`src/hw/rtl/tcsm_pkg.sv`:
```
package tcsm_pkg;

   localparam int unsigned SEQ_W   = 32;
   localparam int unsigned CODE_W  = 4;
   localparam int unsigned FLAGS_W = 8;
   localparam int unsigned CTL_W   = 2;
   localparam int unsigned EV_W    = 3;

   localparam logic KIND_SEGMENT = 1'b0;
   localparam logic KIND_LOAD    = 1'b1;

   localparam int unsigned FLAG_FIN = 0;
   localparam int unsigned FLAG_SYN = 1;
   localparam int unsigned FLAG_RST = 2;
   localparam int unsigned FLAG_ACK = 4;

   localparam logic [CODE_W-1:0] CODE_CLOSED     = 4'd0;
   localparam logic [CODE_W-1:0] CODE_LISTEN     = 4'd1;
   localparam logic [CODE_W-1:0] CODE_SYN_RECV   = 4'd2;
   localparam logic [CODE_W-1:0] CODE_SYN_SENT   = 4'd3;
   localparam logic [CODE_W-1:0] CODE_ESTAB      = 4'd4;
   localparam logic [CODE_W-1:0] CODE_CLOSE_WAIT = 4'd5;
   localparam logic [CODE_W-1:0] CODE_LAST_ACK   = 4'd6;
   localparam logic [CODE_W-1:0] CODE_FW1        = 4'd7;
   localparam logic [CODE_W-1:0] CODE_FW2        = 4'd8;
   localparam logic [CODE_W-1:0] CODE_CLOSING    = 4'd9;
   localparam logic [CODE_W-1:0] CODE_TIME_WAIT  = 4'd10;

   localparam logic [CTL_W-1:0] CTL_NONE   = 2'd0;
   localparam logic [CTL_W-1:0] CTL_ACK    = 2'd1;
   localparam logic [CTL_W-1:0] CTL_SYNACK = 2'd2;
   localparam logic [CTL_W-1:0] CTL_RST    = 2'd3;

   localparam logic [EV_W-1:0] EV_NONE      = 3'd0;
   localparam logic [EV_W-1:0] EV_INVALID   = 3'd1;
   localparam logic [EV_W-1:0] EV_RESET     = 3'd2;
   localparam logic [EV_W-1:0] EV_SPAWN     = 3'd3;
   localparam logic [EV_W-1:0] EV_ACCEPTED  = 3'd4;
   localparam logic [EV_W-1:0] EV_CONNECTED = 3'd5;
   localparam logic [EV_W-1:0] EV_TIMEWAIT  = 3'd6;
   localparam logic [EV_W-1:0] EV_CLOSED    = 3'd7;

   typedef enum logic [10:0] {
      ST_CLOSED     = 11'b000_0000_0001,
      ST_LISTEN     = 11'b000_0000_0010,
      ST_SYN_RECV   = 11'b000_0000_0100,
      ST_SYN_SENT   = 11'b000_0000_1000,
      ST_ESTAB      = 11'b000_0001_0000,
      ST_CLOSE_WAIT = 11'b000_0010_0000,
      ST_LAST_ACK   = 11'b000_0100_0000,
      ST_FW1        = 11'b000_1000_0000,
      ST_FW2        = 11'b001_0000_0000,
      ST_CLOSING    = 11'b010_0000_0000,
      ST_TIME_WAIT  = 11'b100_0000_0000
   } conn_state_type;

   typedef struct packed {
      logic               kind;
      logic [FLAGS_W-1:0] seg_flags;
      logic [SEQ_W-1:0]   seg_seq;
      logic [SEQ_W-1:0]   seg_seq_end;
      logic [SEQ_W-1:0]   seg_ack;
      logic [CODE_W-1:0]  load_value;
   } req_type;

   typedef struct packed {
      logic [CODE_W-1:0] new_state;
      logic [CTL_W-1:0]  send_ctl;
      logic [EV_W-1:0]   event_res;
      logic [SEQ_W-1:0]  next_receive;
      logic [SEQ_W-1:0]  next_send;
      logic [SEQ_W-1:0]  child_receive;
   } rsp_type;

   typedef struct packed {
      conn_state_type   state;
      logic [SEQ_W-1:0] rcv_next;
      logic [SEQ_W-1:0] snd_next;
   } conn_type;

   function automatic logic [CODE_W-1:0] state_to_code(input conn_state_type st);
      logic [CODE_W-1:0] code;
      case (st)
         ST_CLOSED:     code = CODE_CLOSED;
         ST_LISTEN:     code = CODE_LISTEN;
         ST_SYN_RECV:   code = CODE_SYN_RECV;
         ST_SYN_SENT:   code = CODE_SYN_SENT;
         ST_ESTAB:      code = CODE_ESTAB;
         ST_CLOSE_WAIT: code = CODE_CLOSE_WAIT;
         ST_LAST_ACK:   code = CODE_LAST_ACK;
         ST_FW1:        code = CODE_FW1;
         ST_FW2:        code = CODE_FW2;
         ST_CLOSING:    code = CODE_CLOSING;
         ST_TIME_WAIT:  code = CODE_TIME_WAIT;
         default:       code = CODE_CLOSED;
      endcase
      return code;
   endfunction

   // out-of-range codes keep the current state
   function automatic conn_state_type code_to_state(input logic [CODE_W-1:0] code,
                                                    input conn_state_type cur);
      conn_state_type st;
      case (code)
         CODE_CLOSED:     st = ST_CLOSED;
         CODE_LISTEN:     st = ST_LISTEN;
         CODE_SYN_RECV:   st = ST_SYN_RECV;
         CODE_SYN_SENT:   st = ST_SYN_SENT;
         CODE_ESTAB:      st = ST_ESTAB;
         CODE_CLOSE_WAIT: st = ST_CLOSE_WAIT;
         CODE_LAST_ACK:   st = ST_LAST_ACK;
         CODE_FW1:        st = ST_FW1;
         CODE_FW2:        st = ST_FW2;
         CODE_CLOSING:    st = ST_CLOSING;
         CODE_TIME_WAIT:  st = ST_TIME_WAIT;
         default:         st = cur;
      endcase
      return st;
   endfunction

endpackage

```
`src/hw/rtl/tcp_connection_state_machine.sv`:
```
// TCP connection state machine for a single connection.
// Request channel (req_valid/req_ready/req_data): kind 0 carries an incoming
// segment header (flags, seq, seq_end, ack); kind 1 loads the connection
// state from a socket call or timer. Response channel (rsp_valid/rsp_ready/
// rsp_data) returns one response per request, in order: new state, control
// segment to send, event code, rcv_nxt, snd_nxt and the child's rcv_nxt.
// An accepted request is held in the input register, which feeds the decision
// logic; that logic loads the response register when it advances, and the
// connection state and sequence registers update together with it.
// Throughput is one request per cycle while rsp_ready is high.
// When the receiver stalls, the response register holds and the input
// register still takes one more request; req_ready drops once both are full.
// Reset clears both valid flags and puts the connection in CLOSED with
// rcv_nxt and snd_nxt at zero.
module tcp_connection_state_machine (
   input  logic              clock,
   input  logic              reset,
   input  logic              req_valid,
   output logic              req_ready,
   input  tcsm_pkg::req_type req_data,
   output logic              rsp_valid,
   input  logic              rsp_ready,
   output tcsm_pkg::rsp_type rsp_data
);

   logic               stage_valid;
   tcsm_pkg::req_type  stage_data;
   logic               advance;
   logic               fire;
   tcsm_pkg::conn_type conn_ff;
   tcsm_pkg::conn_type conn_in;
   tcsm_pkg::rsp_type  rsp_ff;
   tcsm_pkg::rsp_type  rsp_in;
   logic               rsp_valid_ff;
   logic               rsp_valid_in;

   assign advance      = !rsp_valid_ff || rsp_ready;
   assign fire         = stage_valid && advance;
   assign rsp_valid_in = advance ? stage_valid : rsp_valid_ff;

   tcsm_in_stage u_in_stage (
      .clock       (clock),
      .reset       (reset),
      .req_valid   (req_valid),
      .req_ready   (req_ready),
      .req_data    (req_data),
      .advance     (advance),
      .stage_valid (stage_valid),
      .stage_data  (stage_data)
   );

   tcsm_decide u_decide (
      .req (stage_data),
      .cur (conn_ff),
      .nxt (conn_in),
      .rsp (rsp_in)
   );

   always_ff @(posedge clock) begin
      if (reset) begin
         conn_ff.state    <= tcsm_pkg::ST_CLOSED;
         conn_ff.rcv_next <= '0;
         conn_ff.snd_next <= '0;
         rsp_valid_ff     <= 1'b0;
      end else begin
         rsp_valid_ff <= rsp_valid_in;
         if (fire) begin
            conn_ff <= conn_in;
         end
      end
   end

   always_ff @(posedge clock) begin
      if (fire) begin
         rsp_ff <= rsp_in;
      end
   end

   assign rsp_valid = rsp_valid_ff;
   assign rsp_data  = rsp_ff;

endmodule

```
`src/hw/rtl/tcsm_in_stage.sv`:
```
module tcsm_in_stage (
   input  logic             clock,
   input  logic             reset,
   input  logic             req_valid,
   output logic             req_ready,
   input  tcsm_pkg::req_type req_data,
   input  logic             advance,
   output logic             stage_valid,
   output tcsm_pkg::req_type stage_data
);

   logic              valid_ff;
   logic              valid_in;
   tcsm_pkg::req_type data_ff;

   assign req_ready   = !valid_ff || advance;
   assign valid_in    = req_ready ? req_valid : valid_ff;
   assign stage_valid = valid_ff;
   assign stage_data  = data_ff;

   always_ff @(posedge clock) begin
      if (reset) begin
         valid_ff <= 1'b0;
      end else begin
         valid_ff <= valid_in;
      end
   end

   always_ff @(posedge clock) begin
      if (req_valid && req_ready) begin
         data_ff <= req_data;
      end
   end

endmodule

```
`src/hw/rtl/tcsm_decide.sv`:
```
module tcsm_decide (
   input  tcsm_pkg::req_type  req,
   input  tcsm_pkg::conn_type cur,
   output tcsm_pkg::conn_type nxt,
   output tcsm_pkg::rsp_type  rsp
);

   logic                             fin;
   logic                             syn;
   logic                             rst;
   logic                             ack;
   logic [tcsm_pkg::SEQ_W-1:0]       seq_plus1;
   logic [tcsm_pkg::CTL_W-1:0]       ctl;
   logic [tcsm_pkg::EV_W-1:0]        ev;
   logic [tcsm_pkg::SEQ_W-1:0]       child;

   assign fin       = req.seg_flags[tcsm_pkg::FLAG_FIN];
   assign syn       = req.seg_flags[tcsm_pkg::FLAG_SYN];
   assign rst       = req.seg_flags[tcsm_pkg::FLAG_RST];
   assign ack       = req.seg_flags[tcsm_pkg::FLAG_ACK];
   assign seq_plus1 = req.seg_seq + tcsm_pkg::SEQ_W'(1);

   always_comb begin
      nxt   = cur;
      ctl   = tcsm_pkg::CTL_NONE;
      ev    = tcsm_pkg::EV_NONE;
      child = '0;
      if (req.kind == tcsm_pkg::KIND_LOAD) begin
         nxt.state = tcsm_pkg::code_to_state(req.load_value, cur.state);
      end else if (rst) begin
         nxt.state = tcsm_pkg::ST_CLOSED;
         ev        = tcsm_pkg::EV_RESET;
      end else begin
         ev = tcsm_pkg::EV_INVALID;
         case (cur.state)
            tcsm_pkg::ST_CLOSED: begin
               ctl = tcsm_pkg::CTL_RST;
               ev  = tcsm_pkg::EV_NONE;
            end
            tcsm_pkg::ST_LISTEN: begin
               if (syn) begin
                  ctl   = tcsm_pkg::CTL_SYNACK;
                  ev    = tcsm_pkg::EV_SPAWN;
                  child = seq_plus1;
               end
            end
            tcsm_pkg::ST_SYN_RECV: begin
               if (ack) begin
                  nxt.state = tcsm_pkg::ST_ESTAB;
                  ev        = tcsm_pkg::EV_ACCEPTED;
               end
            end
            tcsm_pkg::ST_SYN_SENT: begin
               if (syn && ack) begin
                  nxt.rcv_next = seq_plus1;
                  nxt.snd_next = req.seg_ack;
                  nxt.state    = tcsm_pkg::ST_ESTAB;
                  ctl          = tcsm_pkg::CTL_ACK;
                  ev           = tcsm_pkg::EV_CONNECTED;
               end else if (syn) begin
                  nxt.state = tcsm_pkg::ST_SYN_RECV;
                  ctl       = tcsm_pkg::CTL_SYNACK;
                  ev        = tcsm_pkg::EV_NONE;
               end
            end
            tcsm_pkg::ST_ESTAB: begin
               if (fin) begin
                  nxt.rcv_next = req.seg_seq_end;
                  nxt.state    = tcsm_pkg::ST_CLOSE_WAIT;
                  ctl          = tcsm_pkg::CTL_ACK;
                  ev           = tcsm_pkg::EV_NONE;
               end
            end
            tcsm_pkg::ST_LAST_ACK: begin
               if (ack) begin
                  nxt.state = tcsm_pkg::ST_CLOSED;
                  ev        = tcsm_pkg::EV_CLOSED;
               end
            end
            tcsm_pkg::ST_FW1: begin
               if (ack) begin
                  nxt.state = tcsm_pkg::ST_FW2;
                  ev        = tcsm_pkg::EV_NONE;
               end else if (fin) begin
                  nxt.state = tcsm_pkg::ST_CLOSING;
                  ctl       = tcsm_pkg::CTL_ACK;
                  ev        = tcsm_pkg::EV_NONE;
               end
            end
            tcsm_pkg::ST_FW2: begin
               if (fin) begin
                  nxt.rcv_next = req.seg_seq_end;
                  nxt.state    = tcsm_pkg::ST_TIME_WAIT;
                  ctl          = tcsm_pkg::CTL_ACK;
                  ev           = tcsm_pkg::EV_TIMEWAIT;
               end
            end
            tcsm_pkg::ST_CLOSING: begin
               if (ack) begin
                  nxt.state = tcsm_pkg::ST_TIME_WAIT;
                  ev        = tcsm_pkg::EV_TIMEWAIT;
               end
            end
            default: begin
            end
         endcase
      end
   end

   always_comb begin
      rsp.new_state     = tcsm_pkg::state_to_code(nxt.state);
      rsp.send_ctl      = ctl;
      rsp.event_res     = ev;
      rsp.next_receive  = nxt.rcv_next;
      rsp.next_send     = nxt.snd_next;
      rsp.child_receive = child;
   end

endmodule

```
`config.mk`:
```
export PLATFORM = sky130hd
export DESIGN_NAME = tcp_connection_state_machine
export DESIGN_NICKNAME = d
export VERILOG_FILES = /design/src/hw/rtl/tcsm_pkg.sv /design/src/hw/rtl/tcp_connection_state_machine.sv /design/src/hw/rtl/tcsm_in_stage.sv /design/src/hw/rtl/tcsm_decide.sv
export SDC_FILE = /design/constraint.sdc
export NUM_CORES = 1
export LEC_CHECK = 0
export ABC_CLOCK_PERIOD_IN_PS = 10930
export BUFFER_PORTS_ARGS = -buffer_cell sky130_fd_sc_hd__buf_2
export CAP_MARGIN = 25
export CORE_MARGIN = 1.5
export CORE_UTILIZATION = 60
export DETAILED_ROUTE_END_ITERATION = 6
export PLACE_DENSITY = 0.87
export SLEW_MARGIN = 5
export SYNTH_ARGS = -nofsm -noshare
export SYNTH_HDL_FRONTEND = slang
export SYNTH_SLANG_ARGS = --single-unit
```
`constraint.sdc`:
```
create_clock -name clock -period 10.93 [get_ports clock]
set_clock_uncertainty 0.05 [all_clocks]
set_input_delay 2.186 -clock clock [delete_from_list [all_inputs] [get_ports clock]]
set_output_delay 2.186 -clock clock [all_outputs]
set_load 0.02 [all_outputs]
```
* After elaboration in Yosys (flattened, before gate mapping)
Cells that the tools add are included.
Storage, ports and cells: bits of input ports 113, register bits after elaboration 288, word-level logic and storage cells 96, output and inout port bits 107
Cells by class: add/subtract/negate cells 1, reduce and logical (&&, ||, !) cells 11, eq/ne operators 29, bitwise operators 2, multiplexer cells 35
Operators with widths (count):
- 2-to-1 mux 64 bit | 3
- case mux 11 bit (11 select lines) | 1
- 2-to-1 mux 11 bit | 9
- case mux 32 bit (3 select lines) | 1
- 2-to-1 mux 43 bit | 2
- case mux 11 bit (7 select lines) | 1
- case mux 4 bit (10 select lines) | 1
- adder 32 x 1 -> 32 bit (second input constant) | 1
- 2-to-1 mux 32 bit | 1
- case mux 3 bit (9 select lines) | 1
- == test 11 x 10 -> 1 bit (second input constant) | 2
- == test 11 x 2 -> 1 bit (second input constant) | 2
- == test 11 x 3 -> 1 bit (second input constant) | 2
- == test 11 x 4 -> 1 bit (second input constant) | 2
- == test 11 x 5 -> 1 bit (second input constant) | 2
- == test 11 x 7 -> 1 bit (second input constant) | 2
- == test 11 x 8 -> 1 bit (second input constant) | 2
- == test 11 x 9 -> 1 bit (second input constant) | 2
- == test 4 x 3 -> 1 bit (second input constant) | 4
- 2-to-1 mux 3 bit | 5
- == test 4 bit (second input constant) | 3
- == test 11 x 1 -> 1 bit (second input constant) | 1
- == test 11 bit (second input constant) | 1
- == test 11 x 6 -> 1 bit (second input constant) | 1
- other kinds (12) | 26

* Longest topological paths before layout
word-level depth 7, depth in mapped cells 11, mapped depth without buffers 9

* Hierarchy
Synthesis repeated with hierarchy kept, for this count alone.
Second synthesis, totals: cells, all modules 1138, area, all modules 13047.5 µm²
By module, submodules not included:
- tcp_connection_state_machine | times used 1, cells an instance 453, sequential area each 4674.5 µm², area each 6416.2 µm²
- tcsm_in_stage | times used 1, cells an instance 114, sequential area each 3293.2 µm², area each 3328.2 µm²
- tcsm_decide | times used 1, cells an instance 571, sequential area each 0.0 µm², area each 3303.2 µm²

* Worst setup path before layout
No wires, ideal clock.
path kind input to register, start input rsp_ready, end register rsp_ff, in the netlist rsp_data[0], enable pin, stages on the path 5, setup slack 4.653 ns, setup time 0.511 ns, data arrival time 5.716 ns, path buffers 2, required time 10.369 ns, cells stage by stage nor2b_1 > nand2b_1 > clkbuf_1 > inv_2 > clkbuf_1
Between the ends: cells in the longest elaborated chain, start to end 2
Ends and longest elaborated chain:
- from (decl) | line tcp_connection_state_machine.sv:22 | input logic rsp_ready,
- logical OR 1 bit | line tcp_connection_state_machine.sv:37 | assign advance = !rsp_valid_ff || rsp_ready;
- logical AND 1 bit | line tcp_connection_state_machine.sv:38 | assign fire = stage_valid && advance;
- named net fire | line tcp_connection_state_machine.sv:29 | logic fire;
- to (signal assigned) | line tcp_connection_state_machine.sv:75 | rsp_ff <= rsp_in;
- to (decl) | line tcp_connection_state_machine.sv:32 | tcsm_pkg::rsp_type rsp_ff;
The timed path passes the listed nets, and every way through them passes these cells. A chain may end at the register's enable or synchronous reset.

* Final worst setup path
start input rsp_ready, end output req_ready
Between the ends: cells in the longest elaborated chain, start to end 2
Ends and longest elaborated chain:
- logical OR 1 bit | line tcp_connection_state_machine.sv:37
- logical OR 1 bit | line tcsm_in_stage.sv:16 | assign req_ready = !valid_ff || advance;
- to (decl) | line tcp_connection_state_machine.sv:19 | output logic req_ready,
Every way passes these cells.

==> flow_summary.yaml <==
outcome:
  status: "finished clean"
detailed_routing:
  finalWirelength_mm: 28.38
  drtIter0Drc: 749
  num_vias: 9021
  vias_per_cell: 5.801
  drc: 0
  dr.pass1.iters: 6
  wire_per_inst_um: 18.25
  ant_nets: 0
cts:
  clockBufferDepth: 3
  postCtsSetupRepairBufs: 0
  cts_made_buffers: 29
  cts.hold.buffers_added: 0
  cts_tree: "done"
  ctsRootBufferMaster: "clkbuf_16"
  clk_latency_ns: 0.54
  clock_sinks: 287
  h-tree-depth: 1
  clk_pin_slew_worst_paths_ns: 0.06
  ctsResizeCount: 0
critical_path:
  path_max_fanout: 4
  cp-start-kind: "input port"
  reg2reg_depth: 8
  worstPathCellList: "buf_2, nor2b_1, nand2_1, buf_2"
  r2r-end: "conn_ff[47]"
  slowest_stage: "nor2b_1"
  path_common_cell: "buf_2"
  end_kind: "output pin"
  path_class: "in2out"
  r2r-start: "conn_ff[70]"
  reg2reg_slack_ns: 7.54
  max_stage_delay_ns: 0.20
  crit_required_ns: 8.69
  crit_arrival_ns: 2.79
final_layout:
  drive_gt1_frac: 0.2219
  fin_util: 0.7222
  fin_cells: 1555
  syn2layout_area_growth_pct: 18.24
  postLayoutCellArea_sq_um: 14010
  fin_nets: 1380
floorplanning:
  coreArea_sq_um: 19400
  fp.dieW_um: 143.5
  io_pins: 220
  rows: 51
  dieHeight_um: 143.5
  start_util: 0.6108
  die_area_sq_um: 20600
place:
  dp_cells: 1500
  placed_area_sq_um: 13120
  io_buffers: 215
  dp_hpwl_mm: 17.88
  place_congestion: 0.8837
min_path:
  min_path_cells: 2
  worstHoldStart: "conn_ff[9]"
  hold_end: "conn_ff[9]"
  worstHoldPathType: "reg2reg"
logic_synthesis:
  yosys.area.top_type: "edfxtp_1"
  synthArstFlopShare: 0
  synth_area_per_cell_sq_um: 11.06
  yosys_warnings: 0
  synth_fp_nets: 1185
  netlist.area_leader.share: 0.5322
  synth-seq-cells: 287
  syn_inst: 1071
  yosysMostFrequentCell: "nand2_1"
  synth_cell_types: 66
  ys.flop_type: "edfxtp_1"
  netlist_area_sq_um: 11850
  synthTopCellsByArea: "edfxtp_1, dfxtp_1, nand2_1"
  synth_edf_count: 210
  synthTopCellsByCount: "nand2_1, edfxtp_1, nor2_1, dfxtp_1, a21oi_1"
  ys_seq_area_frac: 0.6623
global_routing:
  antenna_found_initial: 1
  grt_pass1_wl_mm: 43.56
  grt_pass1_vias: 8465
  grt_max_degree: 117
  track_usage: 0.2733
  overflow: 0
timing:
  finalCriticalPeriod_ns: 5.026
  finalSetupViolCount: 0
  finalHoldViolations: 0
  max-slew-margin-rel: 0.3266
  rsz0062_at_grt: "no"
  drv_slew: 0
  max_freq_ghz: 0.1990
  worst-slew-pin-transition_ns: 1.010
  tns_ns: 0
  fin_crit_sh: 0.4598
pwr:
  power.leakage_uw: 0.005402
  power_density_nw_per_um2: 168.5
  ir_worst_vdd_mv: 0.1367
flow_run:
  maxCapViolCount: 0
==> sequential cells by signal, summed over array words and instances (netlist names) <==
register,cells
conn_ff,75
rsp_data,105
rsp_valid,1
u_in_stage.stage_data,105
u_in_stage.stage_valid,1
==> metal layers <==
metal	wire length [um]	GRT usage	vias to the layer above
met5	0	0	-
met4	1011	0.1090	0
met3	2531	0.06165	77
met2	13720	0.4481	446
met1	11120	0.3548	4292
li1	-	-	4206
==> critical path, delay by kind of cell <==
family	cells	cell delay (ns)
buffers and inverters	2	0.27
AND/OR/NAND/NOR	2	0.33
==> through the flow <==
step | hold WS [ns] | power [uW] | setup slack (ns)
3_5_place_dp | 0.3971 | 1453 | 5.775
3_3_place_gp | 0.3916 | 1447 | 5.941
6_report | 0.4066 | 2360 | 5.904
5_1_grt | 0.4278 | 2435 | 5.860
2_1_floorplan | 0.3866 | 1388 | 4.653
4_1_cts | 0.4066 | 2371 | 5.892
==> cell usage in the layout, fill, tap and decap left out, drive strengths merged, types with 5 or more instances in the layout <==
cell type,synthesis,layout
o21ai,35,35
a21oi,59,59
xnor2,19,19
a211oi,10,10
nor4,5,5
dfxtp,77,77
inv,10,12
nand4,22,22
nand2,220,220
nor3,23,23
a31oi,11,11
and3,10,10
nand3b,5,5
buf,9,227
a311oi,7,7
nor2,138,138
edfxtp,210,210
a22oi,15,15
and2,8,8
a21o,5,5
nand3,27,27
clkbuf,54,43
o21a,8,8
xor2,21,21
nor2b,11,11
nor3b,7,7
clkinv,1,10
==> power breakdown <==
group          total (uW)  switching (uW)  internal [uW]
Clock                 927             401            525
Combinational         179             116           62.6
Sequential           1260            33.7           1220
Total                2360             551           1810
==> worst max-delay path by stage <==
stage	from	to	slack (ns)
final	rsp_ready	req_ready	5.90
after global routing	rsp_ready	req_ready	5.86
after CTS	rsp_ready	req_ready	5.89
after detailed placement	rsp_ready	conn_ff[40]	5.77
after global placement	rsp_ready	conn_ff[35]	5.94
after floorplan	rsp_ready	rsp_data[0]	4.65
==> area by class of cell <==
type | count | area [sq um]
antenna | 1 | 2.502
clock buffer | 43 | 829.5
clock inverter | 11 | 61.31
fill | 1291 | 5389
inverter | 11 | 46.29
multi-input combinational | 710 | 3725
sequential | 287 | 7848
tap | 265 | 331.6
timing repair buffer | 227 | 1166
==> cells by family (layout without fill, tap and decap cells) <==
group                      Yosys count  in the layout  synth area share
adders and majority gates            1              1          0.001056
DFF                                287            287            0.6623
and+or+nand+nor                    486            486            0.1822
buffers and inverters               74            292           0.02460
muxes                                1              1         0.0008448
AOI/OAI and AO/OA                  182            182           0.09947
xor gates and xnor gates            40             40           0.02957
other                                0              1                 0
(Power assumes the default switching activity.)
